==> src/rtl/rsc_pkg.sv <==
// Shared types, constants and character helpers for the radix string converter.
// No dependencies; every other file in rtl/ but rsc_checker.sv imports this package.
package rsc_pkg;

  // Fixed field and datapath widths.
  localparam int BASE_W    = 5;
  localparam int CHAR_W    = 8;
  localparam int VALUE_W   = 64;
  localparam int DIG_W     = 6;
  localparam int PADDR_W   = 3;
  localparam int PDATA_W   = 32;

  // The divider retires this many quotient bits per cycle.
  localparam int DIV_BITS_PER_STEP = 8;
  localparam int DIV_STEPS         = VALUE_W / DIV_BITS_PER_STEP;
  localparam int STEP_W            = $clog2(DIV_STEPS);

  // ASCII codes and base values.
  localparam logic [CHAR_W-1:0] CHAR_ZERO = 8'h30;
  localparam logic [CHAR_W-1:0] CHAR_NINE = 8'h39;
  localparam logic [CHAR_W-1:0] CHAR_A    = 8'h41;
  localparam logic [CHAR_W-1:0] CHAR_Z    = 8'h5A;
  localparam logic [DIG_W-1:0]  DIGIT_TEN = 6'd10;
  localparam logic [BASE_W-1:0] SRC_BASE_RESET = 5'd10;
  localparam logic [BASE_W-1:0] TGT_BASE_RESET = 5'd10;
  localparam logic [BASE_W-1:0] MIN_TGT_BASE   = 5'd2;
  localparam logic [BASE_W-1:0] LAST_DEC_DIGIT = 5'd9;

  // Register map, indexed by paddr[2].
  typedef enum logic {
    REG_SOURCE_BASE = 1'b0,
    REG_TARGET_BASE = 1'b1
  } rsc_reg_t;

  // Controller states.
  typedef enum logic [1:0] {
    ST_IDLE,
    ST_DIV,
    ST_STORE,
    ST_EMIT
  } rsc_state_t;

  // Commands from the controller to the datapath.
  typedef struct packed {
    logic take;          // an input character is transferred
    logic post_illegal;  // present the illegal-number result next cycle
    logic load_div;      // load the finished value into the divider
    logic div_step;      // retire one group of quotient bits
    logic store;         // write the remainder digit to the buffer
    logic emit_rd;       // read one buffered digit and present it
  } rsc_cmd_t;

  // Status from the datapath to the controller.
  typedef struct packed {
    logic bad_next;      // number is illegal once this character is counted
    logic last_in;       // the offered character closes the number
    logic div_done;      // the current division finishes this cycle
    logic more_digits;   // another output digit must be produced
    logic rd_last;       // the read being issued is the final digit
  } rsc_sts_t;

  // True for '0'-'9' and 'A'-'Z'.
  function automatic logic char_is_digit(input logic [CHAR_W-1:0] c);
    return ((c >= CHAR_ZERO) && (c <= CHAR_NINE)) || ((c >= CHAR_A) && (c <= CHAR_Z));
  endfunction

  // Digit value of a character; meaningful only where char_is_digit holds.
  function automatic logic [DIG_W-1:0] decode_value(input logic [CHAR_W-1:0] c);
    logic [CHAR_W-1:0] diff;
    if (c <= CHAR_NINE) begin
      diff = c - CHAR_ZERO;
      return diff[DIG_W-1:0];
    end else begin
      diff = c - CHAR_A;
      return diff[DIG_W-1:0] + DIGIT_TEN;
    end
  endfunction

  // ASCII character for one output digit.
  function automatic logic [CHAR_W-1:0] encode_digit(input logic [BASE_W-1:0] d);
    if (d > LAST_DEC_DIGIT) begin
      return CHAR_A + CHAR_W'(d - 5'd10);
    end else begin
      return CHAR_ZERO + CHAR_W'(d);
    end
  endfunction

endpackage

==> src/rtl/rsc_regs.sv <==
// Configuration registers of the radix string converter behind an APB-style port.
// Depends on rsc_pkg for widths, reset values and the register map.
module rsc_regs (
  input  logic                        clk,
  input  logic                        rst,
  input  logic                        psel,
  input  logic                        penable,
  input  logic                        pwrite,
  input  logic [rsc_pkg::PADDR_W-1:0] paddr,
  input  logic [rsc_pkg::PDATA_W-1:0] pwdata,
  output logic [rsc_pkg::PDATA_W-1:0] prdata,
  output logic                        pready,
  output logic [rsc_pkg::BASE_W-1:0]  source_base,
  output logic [rsc_pkg::BASE_W-1:0]  target_base
);
  import rsc_pkg::*;

  logic     wr_en;
  rsc_reg_t reg_sel;

  assign pready  = 1'b1;
  assign wr_en   = psel && penable && pwrite && pready;
  assign reg_sel = rsc_reg_t'(paddr[2]);

  // Register writes complete in the access cycle.
  always_ff @(posedge clk) begin
    if (rst) begin
      source_base <= SRC_BASE_RESET;
      target_base <= TGT_BASE_RESET;
    end else if (wr_en) begin
      case (reg_sel)
        REG_SOURCE_BASE: source_base <= pwdata[BASE_W-1:0];
        REG_TARGET_BASE: target_base <= pwdata[BASE_W-1:0];
        default: ;
      endcase
    end
  end

  // Read data, zero extended.
  always_comb begin
    case (reg_sel)
      REG_SOURCE_BASE: prdata = PDATA_W'(source_base);
      REG_TARGET_BASE: prdata = PDATA_W'(target_base);
      default:         prdata = '0;
    endcase
  end

endmodule

==> src/rtl/rsc_ctrl.sv <==
// Controller state machine of the radix string converter.
// Depends on rsc_pkg for the state, command and status types.
module rsc_ctrl (
  input  logic              clk,
  input  logic              rst,
  input  logic              start,
  input  rsc_pkg::rsc_sts_t sts,
  output rsc_pkg::rsc_cmd_t cmd,
  output logic              busy
);
  import rsc_pkg::*;

  rsc_state_t state, state_next;

  // State register.
  always_ff @(posedge clk) begin
    if (rst) begin
      state <= ST_IDLE;
    end else begin
      state <= state_next;
    end
  end

  // Next state and commands.
  always_comb begin
    state_next = state;
    cmd        = '0;
    busy       = 1'b1;
    case (state)
      ST_IDLE: begin
        busy = 1'b0;
        if (start) begin
          cmd.take = 1'b1;
          if (sts.last_in) begin
            if (sts.bad_next) begin
              cmd.post_illegal = 1'b1;
            end else begin
              cmd.load_div = 1'b1;
              state_next   = ST_DIV;
            end
          end
        end
      end
      ST_DIV: begin
        cmd.div_step = 1'b1;
        if (sts.div_done) begin
          state_next = ST_STORE;
        end
      end
      ST_STORE: begin
        cmd.store = 1'b1;
        if (sts.more_digits) begin
          state_next = ST_DIV;
        end else begin
          state_next = ST_EMIT;
        end
      end
      ST_EMIT: begin
        cmd.emit_rd = 1'b1;
        if (sts.rd_last) begin
          state_next = ST_IDLE;
        end
      end
      default: begin
        state_next = ST_IDLE;
      end
    endcase
  end

endmodule

==> src/rtl/rsc_datapath.sv <==
// Datapath of the radix string converter: Horner accumulator, digit divider,
// digit buffer and result registers. Depends on rsc_pkg.
module rsc_datapath #(
  parameter int MAX_OUT_DIGITS = 64,
  parameter int MAX_IN_DIGITS  = 16
) (
  input  logic                       clk,
  input  logic                       rst,
  input  rsc_pkg::rsc_cmd_t          cmd,
  output rsc_pkg::rsc_sts_t          sts,
  input  logic [rsc_pkg::BASE_W-1:0] source_base,
  input  logic [rsc_pkg::BASE_W-1:0] target_base,
  input  logic [rsc_pkg::CHAR_W-1:0] digit_char,
  input  logic                       is_last_in,
  output logic                       strobe,
  output logic [rsc_pkg::CHAR_W-1:0] out_char,
  output logic                       illegal,
  output logic                       is_last_out
);
  import rsc_pkg::*;

  localparam int ADDR_W = $clog2(MAX_OUT_DIGITS);
  localparam int NCNT_W = $clog2(MAX_OUT_DIGITS + 1);
  localparam int ICNT_W = $clog2(MAX_IN_DIGITS + 2);

  // Accumulation state.
  logic [VALUE_W-1:0] acc;
  logic               bad;
  logic [ICNT_W-1:0]  count;

  // Divider, buffer and emission state.
  logic [VALUE_W-1:0] quot;
  logic [BASE_W-1:0]  rem;
  logic [STEP_W-1:0]  step;
  logic [NCNT_W-1:0]  ndig;
  logic [ADDR_W-1:0]  rd_idx;
  logic [BASE_W-1:0]  buf_mem [MAX_OUT_DIGITS];
  logic [BASE_W-1:0]  rd_data;
  logic               out_valid;
  logic               out_last;
  logic               out_illegal;

  // Combinational signals.
  logic [DIG_W-1:0]   dval;
  logic               digit_ok;
  logic               count_over;
  logic [ICNT_W-1:0]  count_inc;
  logic [VALUE_W-1:0] acc_next;
  logic [BASE_W-1:0]  div_base;
  logic [DIG_W-1:0]   div_r;
  logic [VALUE_W-1:0] div_q;

  // Character decode and Horner multiply-add.
  assign dval       = decode_value(digit_char);
  assign digit_ok   = char_is_digit(digit_char) && (dval < DIG_W'(source_base));
  assign count_over = (count >= ICNT_W'(MAX_IN_DIGITS));
  assign count_inc  = (count < ICNT_W'(MAX_IN_DIGITS + 1)) ? count + 1'b1 : count;
  assign acc_next   = VALUE_W'(acc * VALUE_W'(source_base)) + VALUE_W'(dval);

  // Status toward the controller.
  assign sts.bad_next    = bad || !digit_ok || count_over;
  assign sts.last_in     = is_last_in;
  assign sts.div_done    = (step == STEP_W'(DIV_STEPS - 1));
  assign sts.more_digits = (quot != '0) && (ndig < NCNT_W'(MAX_OUT_DIGITS - 1));
  assign sts.rd_last     = (rd_idx == '0);

  // Restoring division, one group of quotient bits per cycle.
  assign div_base = (target_base < MIN_TGT_BASE) ? MIN_TGT_BASE : target_base;

  always_comb begin
    div_r = DIG_W'(rem);
    div_q = quot;
    for (int i = 0; i < DIV_BITS_PER_STEP; i++) begin
      div_r = {div_r[DIG_W-2:0], div_q[VALUE_W-1]};
      div_q = {div_q[VALUE_W-2:0], 1'b0};
      if (div_r >= DIG_W'(div_base)) begin
        div_r    = div_r - DIG_W'(div_base);
        div_q[0] = 1'b1;
      end
    end
  end

  // Number state and result strobe.
  always_ff @(posedge clk) begin
    if (rst) begin
      acc       <= '0;
      bad       <= 1'b0;
      count     <= '0;
      out_valid <= 1'b0;
    end else begin
      if (cmd.take) begin
        if (is_last_in) begin
          acc   <= '0;
          bad   <= 1'b0;
          count <= '0;
        end else begin
          if (digit_ok) begin
            acc <= acc_next;
          end
          bad   <= sts.bad_next;
          count <= count_inc;
        end
      end
      out_valid <= cmd.post_illegal || cmd.emit_rd;
    end
  end

  // Divider, buffer pointers and result payload.
  always_ff @(posedge clk) begin
    if (cmd.load_div) begin
      quot <= acc_next;
      rem  <= '0;
      step <= '0;
      ndig <= '0;
    end else if (cmd.div_step) begin
      quot <= div_q;
      rem  <= div_r[BASE_W-1:0];
      step <= step + 1'b1;
    end else if (cmd.store) begin
      ndig   <= ndig + 1'b1;
      rd_idx <= ndig[ADDR_W-1:0];
      rem    <= '0;
      step   <= '0;
    end else if (cmd.emit_rd) begin
      rd_idx <= rd_idx - 1'b1;
    end
    if (cmd.post_illegal) begin
      out_last    <= 1'b1;
      out_illegal <= 1'b1;
    end else if (cmd.emit_rd) begin
      out_last    <= sts.rd_last;
      out_illegal <= 1'b0;
    end
  end

  // Digit buffer: one write port, one registered read port.
  always_ff @(posedge clk) begin
    if (cmd.store) begin
      buf_mem[ndig[ADDR_W-1:0]] <= rem;
    end
    if (cmd.emit_rd) begin
      rd_data <= buf_mem[rd_idx];
    end
  end

  // Result ports.
  assign strobe      = out_valid;
  assign illegal     = out_illegal;
  assign is_last_out = out_last;
  assign out_char    = out_illegal ? '0 : encode_digit(rd_data);

endmodule

==> src/rtl/radix_string_converter.sv <==
// Top level of the radix string converter: register port, controller and datapath.
// Depends on rsc_pkg, rsc_regs, rsc_ctrl and rsc_datapath.
//
//   Channel   Handshake               Fields
//   input     start high, busy low    digit_char, is_last_in
//   result    strobe, one cycle       out_char, illegal, is_last_out
//   config    psel/penable/pwrite     paddr, pwdata, prdata, pready
//
// A character that is not the last one is taken with busy staying low.
// A last character with an illegal number gives its single result in the next cycle.
// Otherwise each output digit runs the shared divider through division steps of 8
// quotient bits each and one buffer write, then the digits come out one per cycle,
// with busy high until the last read.
// Reset is synchronous; results cannot be held off.
module radix_string_converter #(
  parameter int MAX_OUT_DIGITS = 64,
  parameter int MAX_IN_DIGITS  = 16
) (
  input  logic                        clk,
  input  logic                        rst,
  input  logic                        psel,
  input  logic                        penable,
  input  logic                        pwrite,
  input  logic [rsc_pkg::PADDR_W-1:0] paddr,
  input  logic [rsc_pkg::PDATA_W-1:0] pwdata,
  output logic [rsc_pkg::PDATA_W-1:0] prdata,
  output logic                        pready,
  input  logic                        start,
  output logic                        busy,
  input  logic [rsc_pkg::CHAR_W-1:0]  digit_char,
  input  logic                        is_last_in,
  output logic                        strobe,
  output logic [rsc_pkg::CHAR_W-1:0]  out_char,
  output logic                        illegal,
  output logic                        is_last_out
);
  import rsc_pkg::*;

  logic [BASE_W-1:0] source_base;
  logic [BASE_W-1:0] target_base;
  rsc_cmd_t          cmd;
  rsc_sts_t          sts;

  // Configuration registers.
  rsc_regs u_regs (
    .clk         (clk),
    .rst         (rst),
    .psel        (psel),
    .penable     (penable),
    .pwrite      (pwrite),
    .paddr       (paddr),
    .pwdata      (pwdata),
    .prdata      (prdata),
    .pready      (pready),
    .source_base (source_base),
    .target_base (target_base)
  );

  // Sequencing of accumulation, division and emission.
  rsc_ctrl u_ctrl (
    .clk   (clk),
    .rst   (rst),
    .start (start),
    .sts   (sts),
    .cmd   (cmd),
    .busy  (busy)
  );

  // Arithmetic, digit buffer and result registers.
  rsc_datapath #(
    .MAX_OUT_DIGITS (MAX_OUT_DIGITS),
    .MAX_IN_DIGITS  (MAX_IN_DIGITS)
  ) u_datapath (
    .clk         (clk),
    .rst         (rst),
    .cmd         (cmd),
    .sts         (sts),
    .source_base (source_base),
    .target_base (target_base),
    .digit_char  (digit_char),
    .is_last_in  (is_last_in),
    .strobe      (strobe),
    .out_char    (out_char),
    .illegal     (illegal),
    .is_last_out (is_last_out)
  );

endmodule

==> config.mk <==
export PLATFORM = sky130hd
export DESIGN_NAME = radix_string_converter
export DESIGN_NICKNAME = d
export VERILOG_FILES = /design/src/rtl/rsc_pkg.sv /design/src/rtl/rsc_regs.sv /design/src/rtl/rsc_ctrl.sv /design/src/rtl/rsc_datapath.sv /design/src/rtl/radix_string_converter.sv
export SDC_FILE = /design/constraint.sdc
export NUM_CORES = 1
export LEC_CHECK = 0
export ABC_AREA = 1
export BUFFER_PORTS_ARGS = -buffer_cell sky130_fd_sc_hd__buf_4
export CAP_MARGIN = 20
export CORE_MARGIN = 5
export CORE_UTILIZATION = 50
export CTS_BUF_LIST = sky130_fd_sc_hd__clkbuf_8 sky130_fd_sc_hd__clkbuf_16
export CTS_CLUSTER_DIAMETER = 60
export CTS_CLUSTER_SIZE = 12
export DETAILED_ROUTE_END_ITERATION = 8
export PLACE_DENSITY = 0.78
export SYNTH_ARGS = -nofsm -noshare
export SYNTH_HDL_FRONTEND = slang
export SYNTH_HIERARCHICAL = 1
export SYNTH_SLANG_ARGS = --single-unit
==> constraint.sdc <==
create_clock -name clk -period 33.1 [get_ports clk]
set_input_delay 3.31 -clock clk [delete_from_list [all_inputs] [get_ports clk]]
set_output_delay 3.31 -clock clk [all_outputs]
set_load 0.02 [all_outputs]
==> flow_summary_export.csv, run 1 <==
group,metric,value,unit
status,status,"finished clean",
synth,synth.most_common_cell,"nand2_1",
placement,pre_cts_slack,20540,ps
placement,io_buffer_count,36,
global_routing,antenna_found_initial,0,
finish,layout.nets,4175,
placement,place_area,0.0343,mm^2
clock_network,cts_tree,"yes",
synth,synth_cell_type_count,50,
floorplanning,placementRows,94,
finish,syn_to_final_growth,7.44,%
synth,ys_warn_count,6,
drt,remaining_drc_errors,0,
synth,syn_area_per_cell,8.84,um^2
clock_network,postCtsSetupRepairBufs,0,
synth,async_flop_share,0,%
sta,rsz0062_at_grt,"no",
sta,hold_violations,0,
finish,drive_above_1_share,5.35,%
worst_setup_path,cp-start-kind,"flip-flop",
worst_setup_path,path_max_fanout,9,
worst_setup_path,crit_top_cell,"nand2_1",
synth,synth_area,0.0334,mm^2
global_routing,globalRoute.totalOverflow,0,
synth,synth_top_area_share,35.5,%
sta,fmax,78.5,MHz
synth,synth_compound_area_share,10.3,%
sta,worst_pin_slew,995,ps
clock_network,clk_latency,620,ps
drt,wl,80600,um
floorplanning,core_region_area,0.0661,mm^2
sta,finalSetupViolCount,0,
sta,fin_setup_tns,0,ps
synth,synth-seq-cells,495,
clock_network,numCtsBuffers,52,
synth,postSynthCellCount,3783,
synth,synth_top_area_cell,"edfxtp_1",
worst_setup_path,slowest_delay,520,ps
floorplanning,boundaryPins,95,
synth,synth.area.mux_share,0,%
clock_network,cts_hold_repair.buffers,0,
sta,slew_headroom,33.6,%
synth,seq_area_frac_synth,41.5,%
worst_setup_path,crit_type,"reg -> reg",
drt,dr.pass1.iters,6,
clock_network,cts_buffer_depth,3,
clock_network,cts.sinks,495,
clock_network,cts_resized,0,
clock_network,htree_levels,2,
sta,fin_crit,12740,ps
clock_network,cts_root_buf,"clkbuf_16",
clock_network,clkSlewWorstSetupHoldPaths,60,ps
drt,viasPerCell,5.60,
synth,synth_edf_count,395,
worst_setup_path,critPathCaptureType,"flip-flop",
global_routing,grt_max_degree,103,
drt,drtIter0Drc,2765,
global_routing,grt_usage,22.0,%
placement,gp_congestion,0.921,
floorplanning,fp.dieW,269,um
global_routing,grt_pass1_wl,131000,um
synth,synth-simple-area-share,19.2,%
sta,layout_worst_path_cycle_share,38.5,%
synth,synth-xor-area-share,2.67,%
sta,hold-worst-slack,467,ps
finish,antennaDiodeCount,0,
synth,synthFlopType,"edfxtp_1",
finish,n_fill_cell,5739,
global_routing,grt_pass1_vias,25800,
finish,final_area,0.0359,mm^2
floorplanning,fp.dieH,269,um
worst_setup_path,worstPathArrival,13170,ps
synth,synthAdderAreaFrac,18.4,%
synth,synth.area.top_cells,"edfxtp_1, fa_1, nand2_1",
flow_run,maxCapViolCount,0,
drt,num_vias,26100,
floorplanning,die_area,0.0721,mm^2
placement,hpwlAfterDp,55400,um
synth,synthTopCellsByCount,"nand2_1, inv_1, edfxtp_1",
sta,fin_worst_skew,31.1,ps
worst_setup_path,crit_slowest_cell,"dfxtp_1",
synth,synth_top_family_by_area,"simple AND/OR/NAND/NOR gates",
worst_setup_path,cp.required,33530,ps
floorplanning,initial_utilization,50.6,%
hold_path,hold_class,"reg -> reg",
sta,finalWorstSetupSlack,20360,ps
drt,antenna_left,0,
sta,drv_slew,0,
drt,routedWlPerCell,17.3,um
-- cell usage in the layout, fill, tap and decap left out, types with 5 or more instances in the layout --
master / netlist / layout
a211oi_1: 5 / 5
a21oi_1: 192 / 192
a31oi_1: 34 / 34
buf_4: 34 / 59
clkbuf_16: 0 / 52
conb_1: 3 / 29
dfxtp_1: 100 / 90
dfxtp_2: 0 / 10
edfxtp_1: 395 / 395
fa_1: 192 / 192
ha_1: 184 / 184
inv_1: 486 / 516
inv_2: 10 / 12
nand2_1: 895 / 894
nand2_2: 7 / 8
nand2_4: 6 / 6
nand3_1: 158 / 158
nand3_2: 5 / 5
nand3_4: 7 / 7
nand4_1: 20 / 20
nor2_1: 368 / 367
nor2_2: 9 / 9
nor2_4: 6 / 7
nor3_1: 19 / 19
nor4_1: 20 / 20
o211ai_1: 7 / 7
o21a_1: 8 / 8
o21ai_0: 244 / 244
o221ai_1: 82 / 82
or2_2: 8 / 8
xnor2_1: 32 / 32
xor2_1: 70 / 70
-- registers in the layout, summed over array words and instances, names as in the netlist --
register	flops
u_datapath/bad	1
u_datapath/is_last_out	1
u_regs/target_base	5
u_datapath/quot	64
u_datapath/ndig	7
u_datapath/rd_idx	6
u_regs/source_base	5
u_ctrl/state	2
u_datapath/count	5
u_datapath/buf_mem	320
u_datapath/acc	64
u_datapath/step	3
u_datapath/illegal	1
u_datapath/rem	5
u_datapath/strobe	1
u_datapath/rd_data	5
-- kinds of logic (layout without fill, tap and decap cells) --
group	after synthesis	count (layout)
adder cells (fa/ha/maj)	376	376
AND/OR/NAND/NOR	1537	1537
other	3	29
XOR/XNOR	102	102
buffers and inverters	676	660
flip-flops	495	495
AO/OA/AOI/OAI	594	594
-- critical path, delay by kind of cell (launching register included) --
kind / cells / cell delay (ps)
buffers and inverters: 15 / 1270
AND/OR/NAND/NOR: 41 / 4440
flip-flops: 1 / 520
adder cells (fa/ha/maj): 9 / 3070
AO/OA/AOI/OAI: 14 / 3220
-- metal layers --
metal	track usage (%)	routed length, um	share of wire (%)
met5	0	0	0
met4	6.60	2300	2.9
met3	3.18	6140	7.6
met2	36.6	38000	47
met1	30.3	34100	42
-- cell type report --
cell class / count / area (um^2) / share of cell area, %
multi-input cells: 2638 / 17000 / 47.3
clock buffers: 54 / 1330 / 3.70
inverters: 502 / 1890 / 5.25
well taps: 864 / 1080 / 3.01
clock inverters: 44 / 278 / 0.773
repair buffers: 60 / 463 / 1.29
flip-flops and latches: 495 / 13900 / 38.6
-- through the flow --
step,instances,utilization (%)
2_1_floorplan,3809,-
3_3_place_gp,4558,51.9
3_5_place_dp,4558,51.9
4_1_cts,4656,54.3
5_1_grt,4657,54.3
6_report,4657,54.3
-- path summary, 6_finish.rpt --
kind	from	to	slack, ps	cells past startpoint
hold reg to reg	u_datapath/bad	u_datapath/bad	470	2
setup / recovery	u_regs/target_base[4]	u_datapath/rem[3]	20360	79
setup reg to reg	u_regs/target_base[4]	u_datapath/rem[3]	20360	79
hold / removal	u_datapath/bad	u_datapath/bad	470	2
Power of run 1 is left out: the tool's default activity adds up to more than one toggle a clock period on the data nets, which glitch-free logic cannot reach.
==> inputs of run 2 (changes only) <==
Settings changed: ABC_AREA 1 to 0.
Clock period 33.1 ns to 12.7 ns, I/O delays scaled along.
==> flow_summary_export.csv, run 2 <==
group,metric,value,unit
synth,synthTopCellsByCount,"edfxtp_1, nand2_1, inv_1",
global_routing,grt_usage,21.9,%
sta,hold-worst-slack,468,ps
worst_setup_path,crit_type,"reg -> reg",
worst_setup_path,crit_slowest_cell,"fa_2",
clock_network,cts.sinks,495,
placement,gp_congestion,0.925,
floorplanning,initial_utilization,50.5,%
finish,largest_reg_flops,320,
worst_setup_path,crit_top_cell,"mux2_4",
synth,synth.area.top_cells,"edfxtp_1, fa_1, mux4_2",
clock_network,htree_levels,2,
drt,wl,77800,um
synth,synth-seq-cells,495,
drt,routedWlPerCell,20.8,um
placement,place_area,0.0342,mm^2
finish,syn_to_final_growth,11.3,%
sta,rsz0062_at_grt,"yes",
sta,hold_violations,0,
synth,synth_area,0.0326,mm^2
floorplanning,core_region_area,0.0646,mm^2
synth,ys_warn_count,6,
drt,drtIter0Drc,2181,
global_routing,globalRoute.totalOverflow,0,
synth,synth_top_area_share,36.4,%
global_routing,grt_pass1_vias,23000,
sta,fmax,78.6,MHz
clock_network,numCtsBuffers,51,
global_routing,grt_pass1_wl,125000,um
sta,finalSetupViolCount,2,
finish,layout.nets,3268,
hold_path,hold_class,"reg -> reg",
finish,layout_commonest_cell,"edfxtp_1",
worst_setup_path,path_max_fanout,7,
sta,fin_worst_skew,78.6,ps
synth,postSynthCellCount,2752,
worst_setup_path,worstPathArrival,13030,ps
clock_network,cts_tree,"yes",
finish,drive_above_1_share,17.5,%
synth,synth_top_area_cell,"edfxtp_1",
worst_setup_path,cp.required,13020,ps
floorplanning,fp.dieH,265,um
status,status,"finished with violations",
worst_setup_path,cp-start-kind,"flip-flop",
drt,antenna_left,0,
worst_setup_path,critPathCaptureType,"flip-flop",
placement,hpwlAfterDp,53200,um
finish,final_area,0.0363,mm^2
floorplanning,boundaryPins,95,
synth,syn_area_per_cell,11.9,um^2
finish,antennaDiodeCount,0,
clock_network,cts_buffer_depth,3,
status,violations,"setup timing",
placement,io_buffer_count,36,
global_routing,antenna_found_initial,0,
drt,remaining_drc_errors,0,
clock_network,clkSlewWorstSetupHoldPaths,60,ps
sta,layout_worst_path_cycle_share,100,%
drt,dr.pass1.iters,6,
synth,synth.most_common_cell,"edfxtp_1",
synth,synthFlopType,"edfxtp_1",
synth,seq_area_frac_synth,42.5,%
sta,worst_pin_slew,1020,ps
clock_network,cts_root_buf,"clkbuf_16",
drt,num_vias,22100,
sta,drv_slew,0,
clock_network,clk_latency,640,ps
sta,fin_crit,12720,ps
flow_run,maxCapViolCount,0,
synth,synth_edf_count,395,
sta,finalWorstSetupSlack,-15.4,ps
synth,async_flop_share,0,%
synth,synth_cell_type_count,91,
clock_network,cts_hold_repair.buffers,0,
floorplanning,placementRows,93,
finish,mostFrequentLayoutCells,"edfxtp_1, nand2_1, inv_1",
global_routing,grt_max_degree,77,
floorplanning,die_area,0.0704,mm^2
drt,viasPerCell,5.92,
finish,n_fill_cell,5079,
sta,slew_headroom,31.7,%
worst_setup_path,slowest_delay,360,ps
floorplanning,fp.dieW,265,um
[run 2: timing repair]
action                     in CTS  in global routing
buffers inserted               10                 16
pin swaps                      13                 28
resized for setup              24                 41
setup endpoints to repair       6                  6
[run 2: path summary, 6_finish.rpt]
check | start | to | slack (ps) | cells after the start
worst min register to register | u_datapath/bad | u_datapath/bad | 470 | 2
worst max-delay path | u_regs/target_base[3] | u_datapath/quot[0] | -20 | 73
worst max register to register | u_regs/target_base[3] | u_datapath/quot[0] | -20 | 73
worst min-delay path | u_datapath/bad | u_datapath/bad | 470 | 2
[run 2: per-stage QoR]
step / util, % / setup TNS [ps] / setup slack (ps) / instances
floorplan: - / 0 / 9.49 / 2778
global placement: 53.0 / -126 / -60.1 / 3616
detailed placement: 53.0 / -1990 / -370 / 3616
CTS: 55.6 / 0 / 15.6 / 3720
global route: 56.2 / -3220 / -567 / 3738
finish: 56.2 / -17.7 / -15.4 / 3738
[run 2: kinds of logic (layout without fill, tap and decap cells)]
family,count (synthesis),count (layout),share of synthesized area (%)
flip-flops,495,495,42.5
buffers and inverters,393,498,4.99
other,3,29,0.0345
AND/OR/NAND/NOR,774,774,11.5
adder cells (fa/ha/maj),376,376,18.8
multiplexers,215,215,11.0
AO/OA/AOI/OAI,389,389,8.26
XOR/XNOR,107,107,2.87
[run 2: area by class of cell]
cell class,count,area (um^2),area share [%]
well taps,855,1070,2.95
inverters,234,878,2.42
multi-input cells,1890,17600,48.4
clock buffers,52,1290,3.55
flip-flops and latches,495,13900,38.2
repair buffers,170,1340,3.68
clock inverters,42,260,0.717
[run 2: critical path, delay by kind of cell (launching register included)]
kind | cells | cell delay (ps)
compound gates | 32 | 4890
flops | 1 | 340
buf+inv | 8 | 550
simple gates | 15 | 1700
mux | 9 | 2490
fa+ha+maj | 9 | 2440
[run 2: layer usage]
metal / vias to the layer above / GRT usage [%] / wire [um] / share of wire [%]
met4: 0 / 6.32 / 2050 / 2.6
met1: 11200 / 29.4 / 31300 / 40
met2: 930 / 36.8 / 38500 / 50
li1: 9871 / - / - / -
met3: 161 / 3.88 / 5910 / 7.6
met5: - / 0 / 0 / 0
Power of run 2 is left out for the same reason.
